### src/hw/rtl/swpp_pkg.sv
package swpp_pkg;

	// Table and image limits.
	localparam int TABLE_ENTRIES = 1024;
	localparam int TABLE_BITS    = $clog2(TABLE_ENTRIES);
	localparam int QUARTER       = TABLE_ENTRIES / 4;
	localparam int QUARTER_BITS  = TABLE_BITS - 2;
	localparam int MAX_COLUMNS   = 2048;
	localparam int MAX_ROWS      = 1024;

	// Field and register widths.
	localparam int WL_W      = 12;
	localparam int SPEED_W   = 11;
	localparam int AMP_W     = 10;
	localparam int MID_W     = 10;
	localparam int IW_W      = 12;
	localparam int IH_W      = 11;
	localparam int COL_W     = 11;
	localparam int FRAME_W   = 10;
	localparam int ROW_W     = 12;
	localparam int ADDR_W    = 21;
	localparam int CFG_W     = 12;
	localparam int CFG_IDX_W = 3;

	// Datapath widths.
	localparam int PROD_W    = SPEED_W + FRAME_W + 1;
	localparam int POS_W     = PROD_W;
	localparam int MAG_W     = POS_W - 1;
	localparam int SINE_W    = 16;
	localparam int FRAC_BITS = 15;
	localparam int NUM_W     = MID_W + FRAC_BITS + 2;

	// Long division of {|pos|, fraction bits} by the wavelength.
	localparam int DIV_PER_STAGE = 4;
	localparam int DIV_STAGES    = (MAG_W + TABLE_BITS + DIV_PER_STAGE - 1) / DIV_PER_STAGE;
	localparam int DIV_W         = DIV_STAGES * DIV_PER_STAGE;
	localparam int DIV_PAD       = DIV_W - MAG_W - TABLE_BITS;

	// Register indexes.
	localparam logic [CFG_IDX_W-1:0] REG_WAVELENGTH   = CFG_IDX_W'(0);
	localparam logic [CFG_IDX_W-1:0] REG_SPEED        = CFG_IDX_W'(1);
	localparam logic [CFG_IDX_W-1:0] REG_AMPLITUDE    = CFG_IDX_W'(2);
	localparam logic [CFG_IDX_W-1:0] REG_MIDDLE_ROW   = CFG_IDX_W'(3);
	localparam logic [CFG_IDX_W-1:0] REG_IMAGE_WIDTH  = CFG_IDX_W'(4);
	localparam logic [CFG_IDX_W-1:0] REG_IMAGE_HEIGHT = CFG_IDX_W'(5);

	// Register reset values.
	localparam logic [WL_W-1:0]           RST_WAVELENGTH   = WL_W'(100);
	localparam logic signed [SPEED_W-1:0] RST_SPEED        = '0;
	localparam logic [AMP_W-1:0]          RST_AMPLITUDE    = AMP_W'(266);
	localparam logic [MID_W-1:0]          RST_MIDDLE_ROW   = MID_W'(400);
	localparam logic [IW_W-1:0]           RST_IMAGE_WIDTH  = IW_W'(1400);
	localparam logic [IH_W-1:0]           RST_IMAGE_HEIGHT = IH_W'(800);

	// Effective configuration seen by the datapath.
	typedef struct packed {
		logic [WL_W-1:0]           wavelength;
		logic signed [SPEED_W-1:0] speed;
		logic [AMP_W-1:0]          amplitude;
		logic [MID_W-1:0]          middle_row;
		logic [IW_W-1:0]           width;
		logic [IH_W-1:0]           height;
	} cfg_t;

	// Request state inside the divider pipeline.
	typedef struct packed {
		logic [COL_W-1:0]      column;
		logic                  neg;
		logic [DIV_W-1:0]      dvd;
		logic [WL_W-1:0]       rem;
		logic [TABLE_BITS-1:0] quo;
	} div_t;

	typedef logic [SINE_W-2:0] sine_rom_t [QUARTER];

	// First-quadrant sine magnitude in Q0.15 for table index m in [0, QUARTER].
	// Q30 Taylor series up to the 13th power, rounded half up, saturated.
	function automatic logic [SINE_W-2:0] sine_mag(input logic [63:0] m);
		logic [63:0] frac;
		logic [63:0] a;
		logic [63:0] a2;
		logic [63:0] term;
		logic [63:0] sum_pos;
		logic [63:0] sum_neg;
		logic [63:0] v;
		frac    = (m << 32) / 64'(TABLE_ENTRIES);
		a       = (frac * 64'd1686629713) >> 30;
		a2      = (a * a) >> 30;
		term    = a;
		sum_pos = a;
		term    = ((term * a2) >> 30) / 64'd6;
		sum_neg = term;
		term    = ((term * a2) >> 30) / 64'd20;
		sum_pos = sum_pos + term;
		term    = ((term * a2) >> 30) / 64'd42;
		sum_neg = sum_neg + term;
		term    = ((term * a2) >> 30) / 64'd72;
		sum_pos = sum_pos + term;
		term    = ((term * a2) >> 30) / 64'd110;
		sum_neg = sum_neg + term;
		term    = ((term * a2) >> 30) / 64'd156;
		sum_pos = sum_pos + term;
		v = (sum_pos > sum_neg) ? (sum_pos - sum_neg) : 64'd0;
		v = (v + 64'd16384) >> 15;
		if (v > 64'd32767) begin
			v = 64'd32767;
		end
		return v[SINE_W-2:0];
	endfunction

	function automatic sine_rom_t build_sine_rom();
		sine_rom_t rom;
		for (int i = 0; i < QUARTER; i++) begin
			rom[i] = sine_mag(64'(i));
		end
		return rom;
	endfunction

	// Quarter-wave table plus the peak entry at a quarter cycle.
	localparam sine_rom_t SINE_ROM = build_sine_rom();
	localparam logic [SINE_W-2:0] SINE_PEAK = sine_mag(64'(QUARTER));

endpackage

### src/hw/rtl/swpp_front.sv
module swpp_front
	import swpp_pkg::*;
(
	input  logic                      clk,
	input  logic                      arst_n,
	input  logic signed [SPEED_W-1:0] speed,
	input  logic                      in_valid,
	output logic                      in_stall,
	input  logic [COL_W-1:0]          column,
	input  logic [FRAME_W-1:0]        frame_index,
	output logic                      out_valid,
	input  logic                      out_stall,
	output div_t                      out_data
);

	logic                     valid_s1;
	logic [COL_W-1:0]         col_s1;
	logic signed [PROD_W-1:0] prod_s1;
	logic                     valid_s2;
	div_t                     data_s2;

	logic                     rdy1;
	logic                     rdy2;
	logic signed [POS_W-1:0]  pos_c;
	logic [MAG_W-1:0]         mag_c;

	// A stage loads when it is empty or its successor moves on.
	assign rdy2     = !valid_s2 || !out_stall;
	assign rdy1     = !valid_s1 || rdy2;
	assign in_stall = !rdy1;

	// Stage 1: shift per frame times frame number.
	always_ff @(posedge clk or negedge arst_n) begin
		if (!arst_n) begin
			valid_s1 <= 1'b0;
		end else if (rdy1) begin
			valid_s1 <= in_valid;
		end
	end

	always_ff @(posedge clk) begin
		if (rdy1 && in_valid) begin
			col_s1  <= column;
			prod_s1 <= speed * $signed({1'b0, frame_index});
		end
	end

	// Stage 2: position, its sign and magnitude as the dividend.
	assign pos_c = $signed(POS_W'(col_s1)) - prod_s1;
	assign mag_c = pos_c[POS_W-1] ? MAG_W'(-pos_c) : MAG_W'(pos_c);

	always_ff @(posedge clk or negedge arst_n) begin
		if (!arst_n) begin
			valid_s2 <= 1'b0;
		end else if (rdy2) begin
			valid_s2 <= valid_s1;
		end
	end

	always_ff @(posedge clk) begin
		if (rdy2 && valid_s1) begin
			data_s2.column <= col_s1;
			data_s2.neg    <= pos_c[POS_W-1];
			data_s2.dvd    <= {{DIV_PAD{1'b0}}, mag_c, {TABLE_BITS{1'b0}}};
			data_s2.rem    <= '0;
			data_s2.quo    <= '0;
		end
	end

	assign out_valid = valid_s2;
	assign out_data  = data_s2;

endmodule

### src/hw/rtl/swpp_div_stage.sv
module swpp_div_stage
	import swpp_pkg::*;
(
	input  logic            clk,
	input  logic            arst_n,
	input  logic [WL_W-1:0] wavelength,
	input  logic            in_valid,
	output logic            in_stall,
	input  div_t            in_data,
	output logic            out_valid,
	input  logic            out_stall,
	output div_t            out_data
);

	logic valid_s1;
	div_t data_s1;
	logic rdy;
	div_t next_c;

	assign rdy      = !valid_s1 || !out_stall;
	assign in_stall = !rdy;

	// Restoring division steps: shift in one dividend bit, subtract when it fits.
	always_comb begin
		logic [WL_W:0] sh;
		next_c = in_data;
		for (int i = 0; i < DIV_PER_STAGE; i++) begin
			sh         = {next_c.rem, next_c.dvd[DIV_W-1]};
			next_c.dvd = {next_c.dvd[DIV_W-2:0], 1'b0};
			if (sh >= {1'b0, wavelength}) begin
				next_c.rem = WL_W'(sh - {1'b0, wavelength});
				next_c.quo = {next_c.quo[TABLE_BITS-2:0], 1'b1};
			end else begin
				next_c.rem = sh[WL_W-1:0];
				next_c.quo = {next_c.quo[TABLE_BITS-2:0], 1'b0};
			end
		end
	end

	always_ff @(posedge clk or negedge arst_n) begin
		if (!arst_n) begin
			valid_s1 <= 1'b0;
		end else if (rdy) begin
			valid_s1 <= in_valid;
		end
	end

	always_ff @(posedge clk) begin
		if (rdy && in_valid) begin
			data_s1 <= next_c;
		end
	end

	assign out_valid = valid_s1;
	assign out_data  = data_s1;

endmodule

### src/hw/rtl/swpp_back.sv
module swpp_back
	import swpp_pkg::*;
(
	input  logic              clk,
	input  logic              arst_n,
	input  cfg_t              cfg,
	input  logic              in_valid,
	output logic              in_stall,
	input  div_t              in_data,
	output logic              out_valid,
	input  logic              out_stall,
	output logic [ROW_W-1:0]  row,
	output logic              inside_res,
	output logic [ADDR_W-1:0] pixel_address
);

	logic                     valid_s1, valid_s2, valid_s3, valid_s4, valid_s5;
	logic                     rdy1, rdy2, rdy3, rdy4, rdy5;

	logic [TABLE_BITS-1:0]    idx_s1;
	logic [COL_W-1:0]         col_s1, col_s2, col_s3, col_s4;
	logic signed [SINE_W-1:0] sine_s2;
	logic signed [NUM_W-1:0]  num_s3;
	logic [ROW_W-1:0]         row_s4, row_s5;
	logic                     inside_s4, inside_s5;
	logic [ADDR_W-1:0]        addr_s5;

	logic [TABLE_BITS-1:0]    quo_adj_c;
	logic [TABLE_BITS-1:0]    idx_c;
	logic [1:0]               quad_c;
	logic [QUARTER_BITS:0]    mirror_c;
	logic [SINE_W-2:0]        mag_c;
	logic signed [SINE_W-1:0] sine_c;
	logic signed [NUM_W-1:0]  mid_c;
	logic signed [NUM_W-1:0]  prod_c;
	logic [NUM_W-1:0]         abs_num_c;
	logic [ROW_W-1:0]         row_mag_c;
	logic [ROW_W-1:0]         row_c;
	logic                     inside_c;
	logic [ADDR_W+1:0]        addr_c;

	// Ready chain from the output register back to the entry.
	assign rdy5     = !valid_s5 || !out_stall;
	assign rdy4     = !valid_s4 || rdy5;
	assign rdy3     = !valid_s3 || rdy4;
	assign rdy2     = !valid_s2 || rdy3;
	assign rdy1     = !valid_s1 || rdy2;
	assign in_stall = !rdy1;

	always_ff @(posedge clk or negedge arst_n) begin
		if (!arst_n) begin
			valid_s1 <= 1'b0;
			valid_s2 <= 1'b0;
			valid_s3 <= 1'b0;
			valid_s4 <= 1'b0;
			valid_s5 <= 1'b0;
		end else begin
			if (rdy1) begin
				valid_s1 <= in_valid;
			end
			if (rdy2) begin
				valid_s2 <= valid_s1;
			end
			if (rdy3) begin
				valid_s3 <= valid_s2;
			end
			if (rdy4) begin
				valid_s4 <= valid_s3;
			end
			if (rdy5) begin
				valid_s5 <= valid_s4;
			end
		end
	end

	// Stage 1: table index. A negative position takes the complement of the
	// rounded-up quotient, which gives the floor modulo phase.
	assign quo_adj_c = in_data.quo + TABLE_BITS'(in_data.rem != '0);
	assign idx_c     = in_data.neg ? TABLE_BITS'(-quo_adj_c) : in_data.quo;

	// Stage 2: quarter-wave lookup with mirror and sign.
	assign quad_c   = idx_s1[TABLE_BITS-1:TABLE_BITS-2];
	assign mirror_c = quad_c[0]
		? (QUARTER_BITS + 1)'(QUARTER) - {1'b0, idx_s1[QUARTER_BITS-1:0]}
		: {1'b0, idx_s1[QUARTER_BITS-1:0]};
	assign mag_c    = mirror_c[QUARTER_BITS] ? SINE_PEAK
		: SINE_ROM[mirror_c[QUARTER_BITS-1:0]];
	assign sine_c   = quad_c[1] ? -$signed({1'b0, mag_c}) : $signed({1'b0, mag_c});

	// Stage 3: middle row in Q15 minus amplitude times sine.
	assign mid_c  = $signed({{(NUM_W - MID_W - FRAC_BITS){1'b0}}, cfg.middle_row,
		{FRAC_BITS{1'b0}}});
	assign prod_c = $signed({1'b0, cfg.amplitude}) * sine_s2;

	// Stage 4: truncate toward zero and check bounds.
	assign abs_num_c = num_s3[NUM_W-1] ? NUM_W'(-num_s3) : NUM_W'(num_s3);
	assign row_mag_c = abs_num_c[NUM_W-1:FRAC_BITS];
	assign row_c     = num_s3[NUM_W-1] ? ROW_W'(-row_mag_c) : row_mag_c;
	assign inside_c  = ({1'b0, col_s3} < cfg.width) && !row_c[ROW_W-1]
		&& (row_c[IH_W-1:0] < cfg.height);

	// Stage 5: row-major address; a row inside the image fits in ten bits.
	assign addr_c = (ADDR_W + 2)'(row_s4[9:0]) * (ADDR_W + 2)'(cfg.width)
		+ (ADDR_W + 2)'(col_s4);

	always_ff @(posedge clk) begin
		if (rdy1 && in_valid) begin
			idx_s1 <= idx_c;
			col_s1 <= in_data.column;
		end
		if (rdy2 && valid_s1) begin
			sine_s2 <= sine_c;
			col_s2  <= col_s1;
		end
		if (rdy3 && valid_s2) begin
			num_s3 <= mid_c - prod_c;
			col_s3 <= col_s2;
		end
		if (rdy4 && valid_s3) begin
			row_s4    <= row_c;
			inside_s4 <= inside_c;
			col_s4    <= col_s3;
		end
		if (rdy5 && valid_s4) begin
			row_s5    <= row_s4;
			inside_s5 <= inside_s4;
			addr_s5   <= inside_s4 ? addr_c[ADDR_W-1:0] : '0;
		end
	end

	assign out_valid     = valid_s5;
	assign row           = row_s5;
	assign inside_res    = inside_s5;
	assign pixel_address = addr_s5;

endmodule

### src/hw/rtl/sine_wave_pixel_plotter_unit.sv
// Throughput: one request per cycle while the output is not stalled; the eight-stage
// divider (four quotient bits per stage) and the three multipliers are fully pipelined.
// Each stage loads when it is empty or its successor moves on, so bubbles close up under output stall.
// Reset: all pipeline stages empty and the registers at their default values.
module sine_wave_pixel_plotter_unit
	import swpp_pkg::*;
(
	input  logic                 clk,
	input  logic                 arst_n,
	input  logic                 cfg_wr_en,
	input  logic [CFG_IDX_W-1:0] cfg_index,
	input  logic [CFG_W-1:0]     cfg_data,
	input  logic                 in_valid,
	output logic                 in_stall,
	input  logic [COL_W-1:0]     column,
	input  logic [FRAME_W-1:0]   frame_index,
	output logic                 out_valid,
	input  logic                 out_stall,
	output logic [ROW_W-1:0]     row,
	output logic                 inside_res,
	output logic [ADDR_W-1:0]    pixel_address
);

	logic [WL_W-1:0]           wavelength_q;
	logic signed [SPEED_W-1:0] speed_q;
	logic [AMP_W-1:0]          amplitude_q;
	logic [MID_W-1:0]          middle_row_q;
	logic [IW_W-1:0]           image_width_q;
	logic [IH_W-1:0]           image_height_q;

	cfg_t cfg;
	div_t div_data  [DIV_STAGES+1];
	logic div_valid [DIV_STAGES+1];
	logic div_stall [DIV_STAGES+1];

	// Configuration registers.
	always_ff @(posedge clk or negedge arst_n) begin
		if (!arst_n) begin
			wavelength_q   <= RST_WAVELENGTH;
			speed_q        <= RST_SPEED;
			amplitude_q    <= RST_AMPLITUDE;
			middle_row_q   <= RST_MIDDLE_ROW;
			image_width_q  <= RST_IMAGE_WIDTH;
			image_height_q <= RST_IMAGE_HEIGHT;
		end else if (cfg_wr_en) begin
			unique case (cfg_index)
				REG_WAVELENGTH:   wavelength_q   <= cfg_data[WL_W-1:0];
				REG_SPEED:        speed_q        <= $signed(cfg_data[SPEED_W-1:0]);
				REG_AMPLITUDE:    amplitude_q    <= cfg_data[AMP_W-1:0];
				REG_MIDDLE_ROW:   middle_row_q   <= cfg_data[MID_W-1:0];
				REG_IMAGE_WIDTH:  image_width_q  <= cfg_data[IW_W-1:0];
				REG_IMAGE_HEIGHT: image_height_q <= cfg_data[IH_W-1:0];
				default: begin
				end
			endcase
		end
	end

	// Effective settings: a zero wavelength acts as one, the image is clamped.
	assign cfg.wavelength = (wavelength_q == '0) ? WL_W'(1) : wavelength_q;
	assign cfg.speed      = speed_q;
	assign cfg.amplitude  = amplitude_q;
	assign cfg.middle_row = middle_row_q;
	assign cfg.width      = (image_width_q > IW_W'(MAX_COLUMNS)) ? IW_W'(MAX_COLUMNS)
		: image_width_q;
	assign cfg.height     = (image_height_q > IH_W'(MAX_ROWS)) ? IH_W'(MAX_ROWS)
		: image_height_q;

	swpp_front u_front (
		.clk         (clk),
		.arst_n      (arst_n),
		.speed       (cfg.speed),
		.in_valid    (in_valid),
		.in_stall    (in_stall),
		.column      (column),
		.frame_index (frame_index),
		.out_valid   (div_valid[0]),
		.out_stall   (div_stall[0]),
		.out_data    (div_data[0])
	);

	// Divider pipeline: remainder of the position, then the table index.
	for (genvar g = 0; g < DIV_STAGES; g++) begin : g_div
		swpp_div_stage u_div (
			.clk        (clk),
			.arst_n     (arst_n),
			.wavelength (cfg.wavelength),
			.in_valid   (div_valid[g]),
			.in_stall   (div_stall[g]),
			.in_data    (div_data[g]),
			.out_valid  (div_valid[g+1]),
			.out_stall  (div_stall[g+1]),
			.out_data   (div_data[g+1])
		);
	end

	swpp_back u_back (
		.clk           (clk),
		.arst_n        (arst_n),
		.cfg           (cfg),
		.in_valid      (div_valid[DIV_STAGES]),
		.in_stall      (div_stall[DIV_STAGES]),
		.in_data       (div_data[DIV_STAGES]),
		.out_valid     (out_valid),
		.out_stall     (out_stall),
		.row           (row),
		.inside_res    (inside_res),
		.pixel_address (pixel_address)
	);

endmodule

### config.mk
export PLATFORM = sky130hd
export DESIGN_NAME = sine_wave_pixel_plotter_unit
export DESIGN_NICKNAME = d
export VERILOG_FILES = /design/src/hw/rtl/swpp_pkg.sv /design/src/hw/rtl/swpp_front.sv /design/src/hw/rtl/swpp_div_stage.sv /design/src/hw/rtl/swpp_back.sv /design/src/hw/rtl/sine_wave_pixel_plotter_unit.sv
export SDC_FILE = /design/constraint.sdc
export NUM_CORES = 2
export LEC_CHECK = 0
export ABC_AREA = 1
export BUFFER_PORTS_ARGS = -buffer_cell sky130_fd_sc_hd__buf_4
export CAP_MARGIN = 20
export CORE_MARGIN = 2
export CORE_UTILIZATION = 35
export DETAILED_ROUTE_END_ITERATION = 7
export GPL_ROUTABILITY_DRIVEN = 1
export SKIP_LAST_GASP = 1
export SYNTH_ARGS = -nofsm -noshare
export SYNTH_HDL_FRONTEND = slang
export SYNTH_SLANG_ARGS = --single-unit
### constraint.sdc
create_clock -name clk -period 14.28 [get_ports clk]
set_clock_uncertainty 0.1 [all_clocks]
set_input_delay 1.428 -clock clk [delete_from_list [all_inputs] [get_ports clk]]
set_output_delay 1.428 -clock clk [all_outputs]
set_load 0.05 [all_outputs]
==> qor.yml <==
status: "finished clean"
drive_above_1_share_pct: 4.777
synth_cells: 7719
h-tree-depth: 3
drc: 0
synth_seq_cells: 551
fmax_mhz: 91.35
clock-root-buffer: "clkbuf_16"
rows: 151
avgSynthCellArea_um2: 7.756
die_w_um: 417.6
grt_pass1_vias: 50180
cts_tree: "yes"
synth_compound_area_share_pct: 10.11
start_util_pct: 35.29
ys_warn_count: 0
insertion_delay_ps: 670
grt_setup_unrepaired: "no"
synth_xor_area_share_pct: 5.778
synthSimpleGateAreaFrac_pct: 22.77
final_max_slew_viol_count: 0
setup_viol: 0
overflow: 0
grt_pass1_wl_um: 275200
cp_top_family: "simple AND/OR/NAND/NOR gates"
cts_buffer_depth: 3
tightest_slew_ps: 1115
die_y_um: 417.6
ys_seq_area_share_pct: 27.00
netlist_top_cells_count: "nand2_1 (2131), inv_1 (1201), ha_1 (614)"
vias_per_cell: 5.094
synth_edf_count: 470
holdCritPathClass: "register to register"
vias: 50980
post_cts_resized: 0
slowest_delay_ps: 670
die_area_um2: 174400
cp-end-kind: "register"
muxShareOfSynthArea_pct: 0
routed_wl_um: 174000
cpMostUsedCell: "nand2_1"
cts.sink_count: 551
period_share_pct: 76.66
grt_max_degree: 67
final_hold_viol_count: 0
cts_buffers: 69
synth_ff_type: "edfxtp_1"
worstPathBufferInverterCount: 7
fin_tns_setup_ps: 0
maxSlewHeadroom_pct: 25.49
yosysTopAreaCell: "edfxtp_1"
synthArstFlopShare_pct: 14.70
worstSetupStartpointType: "register"
synth.most_common_cell: "nand2_1"
core_um2: 169700
first_pass_iters: 6
grt_usage_pct: 19.80
postCtsSetupRepairBufs: 0
yosys-top-cells-area: "edfxtp_1 (24%), nand2_1 (13%), ha_1 (13%), fa_1 (12%), inv_1 (7.5%)"
period_needed_ps: 10950
nNetsFinal: 8755
synth.cell_area_um2: 59870
arrival_ps: 11260
cp_data_required_time_ps: 14590
area_growth_pct: 8.844
drtIter0Drc: 3800
wl_per_cell_um: 17.39
crit_path_max_fanout: 17
synth.distinct_cells: 68
synth_top_family_by_area: "adder cells"
antenna_found_initial: 8
io_buffers: 76
cap_viol_max_count: 0
gp_congestion: 0.9697
synth_adder_area_share_pct: 25.17
worstSetupPathType: "register to register"
hpwlAfterDp_um: 135200
slowest_stage: "nor2_1"
pin_count: 77
drtAntennaViolNets: 0
path_clk_slew_ps: 60
synth.top_cell.area_share_pct: 23.57
ctsHoldBuffers: 0
-- routing by layer --
layer	wire length [um]	part of all wire [%]	GRT usage [%]	vias up
met4	6720	3.9	7.232	4
met2	80490	46	32.92	1440
li1	-	-	-	25110
met5	23	0.013	0	-
met3	9554	5.5	2.437	323
met1	77220	44	26.36	24110
-- cell families after synthesis --
family / Yosys count
xor gates and xnor gates: 395
buffers and inverters: 1411
other: 1
adders and majority gates: 983
AOI/OAI and AO/OA: 1103
and+or+nand+nor: 3275
DFF: 551
-- cell type report --
class                           count  area [um^2]
Clock inverter                     32        410.4
Inverter                         1225         4606
Tap cell                         2218         2775
Sequential cell                   551        16160
Antenna cell                        3        7.507
Fill cell                       17440       104500
Timing Repair Buffer              123        968.4
Multi-Input combinational cell   5761        38300
Clock buffer                       95         1937
-- layout by cell type, fill, tap and decap left out, types with 120 or more instances in the layout --
| cell | netlist | final |
|---|---|---|
| edfxtp_1 | 470 | 470 |
| xnor2_1 | 128 | 128 |
| inv_1 | 1201 | 1191 |
| nand3_1 | 406 | 406 |
| a21oi_1 | 449 | 446 |
| o21ai_0 | 435 | 435 |
| buf_4 | 18 | 120 |
| xor2_1 | 267 | 267 |
| fa_1 | 369 | 369 |
| nor2_1 | 445 | 440 |
| nand2_1 | 2131 | 2130 |
| ha_1 | 614 | 614 |
-- through the flow --
step	instances	utilization (%)	cell area [um^2]	hold slack (ps)	setup slack, ps
after global placement	9874	36.98	62740	301.6	3630
after detailed placement	9876	37.00	62770	304.5	3462
after global routing	10010	38.41	65160	315.5	2040
after CTS	10000	38.38	65120	306.6	3415
after floorplan	7723	-	59890	300.3	4677
final	10010	38.41	65170	304.5	3333
-- flip-flops by register name (all words and copies together) (netlist names), 12 cells and up --
| signal | cells |
|---|---|
| u_back.num_s3 | 27 |
| wavelength_q | 12 |
| u_front.out_data | 33 |
| u_front.prod_s1 | 22 |
| u_back.row | 12 |
| g_div.u_div.out_data | 260 |
| u_back.row_s4 | 12 |
| image_width_q | 12 |
| u_back.pixel_address | 21 |
| u_back.sine_s2 | 16 |
-- path summary, 6_finish.rpt --
check | depth (start not counted) | slack, ps | to | startpoint
hold / removal | 0 | 300 | g_div[4].u_div.out_data[52] | g_div[3].u_div.out_data[48]
max in group asynchronous | 2 | 12250 | wavelength_q[1] | arst_n
setup reg to reg | 51 | 3330 | g_div[1].u_div.out_data[18] | wavelength_q[1]
setup / recovery | 51 | 3330 | g_div[1].u_div.out_data[18] | wavelength_q[1]
hold reg to reg | 0 | 300 | g_div[4].u_div.out_data[52] | g_div[3].u_div.out_data[48]
min in group asynchronous | 1 | 620 | middle_row_q[0] | arst_n
Power is not shown: default switching activity piles up to over one toggle a cycle in this logic, so the estimate is an artifact.
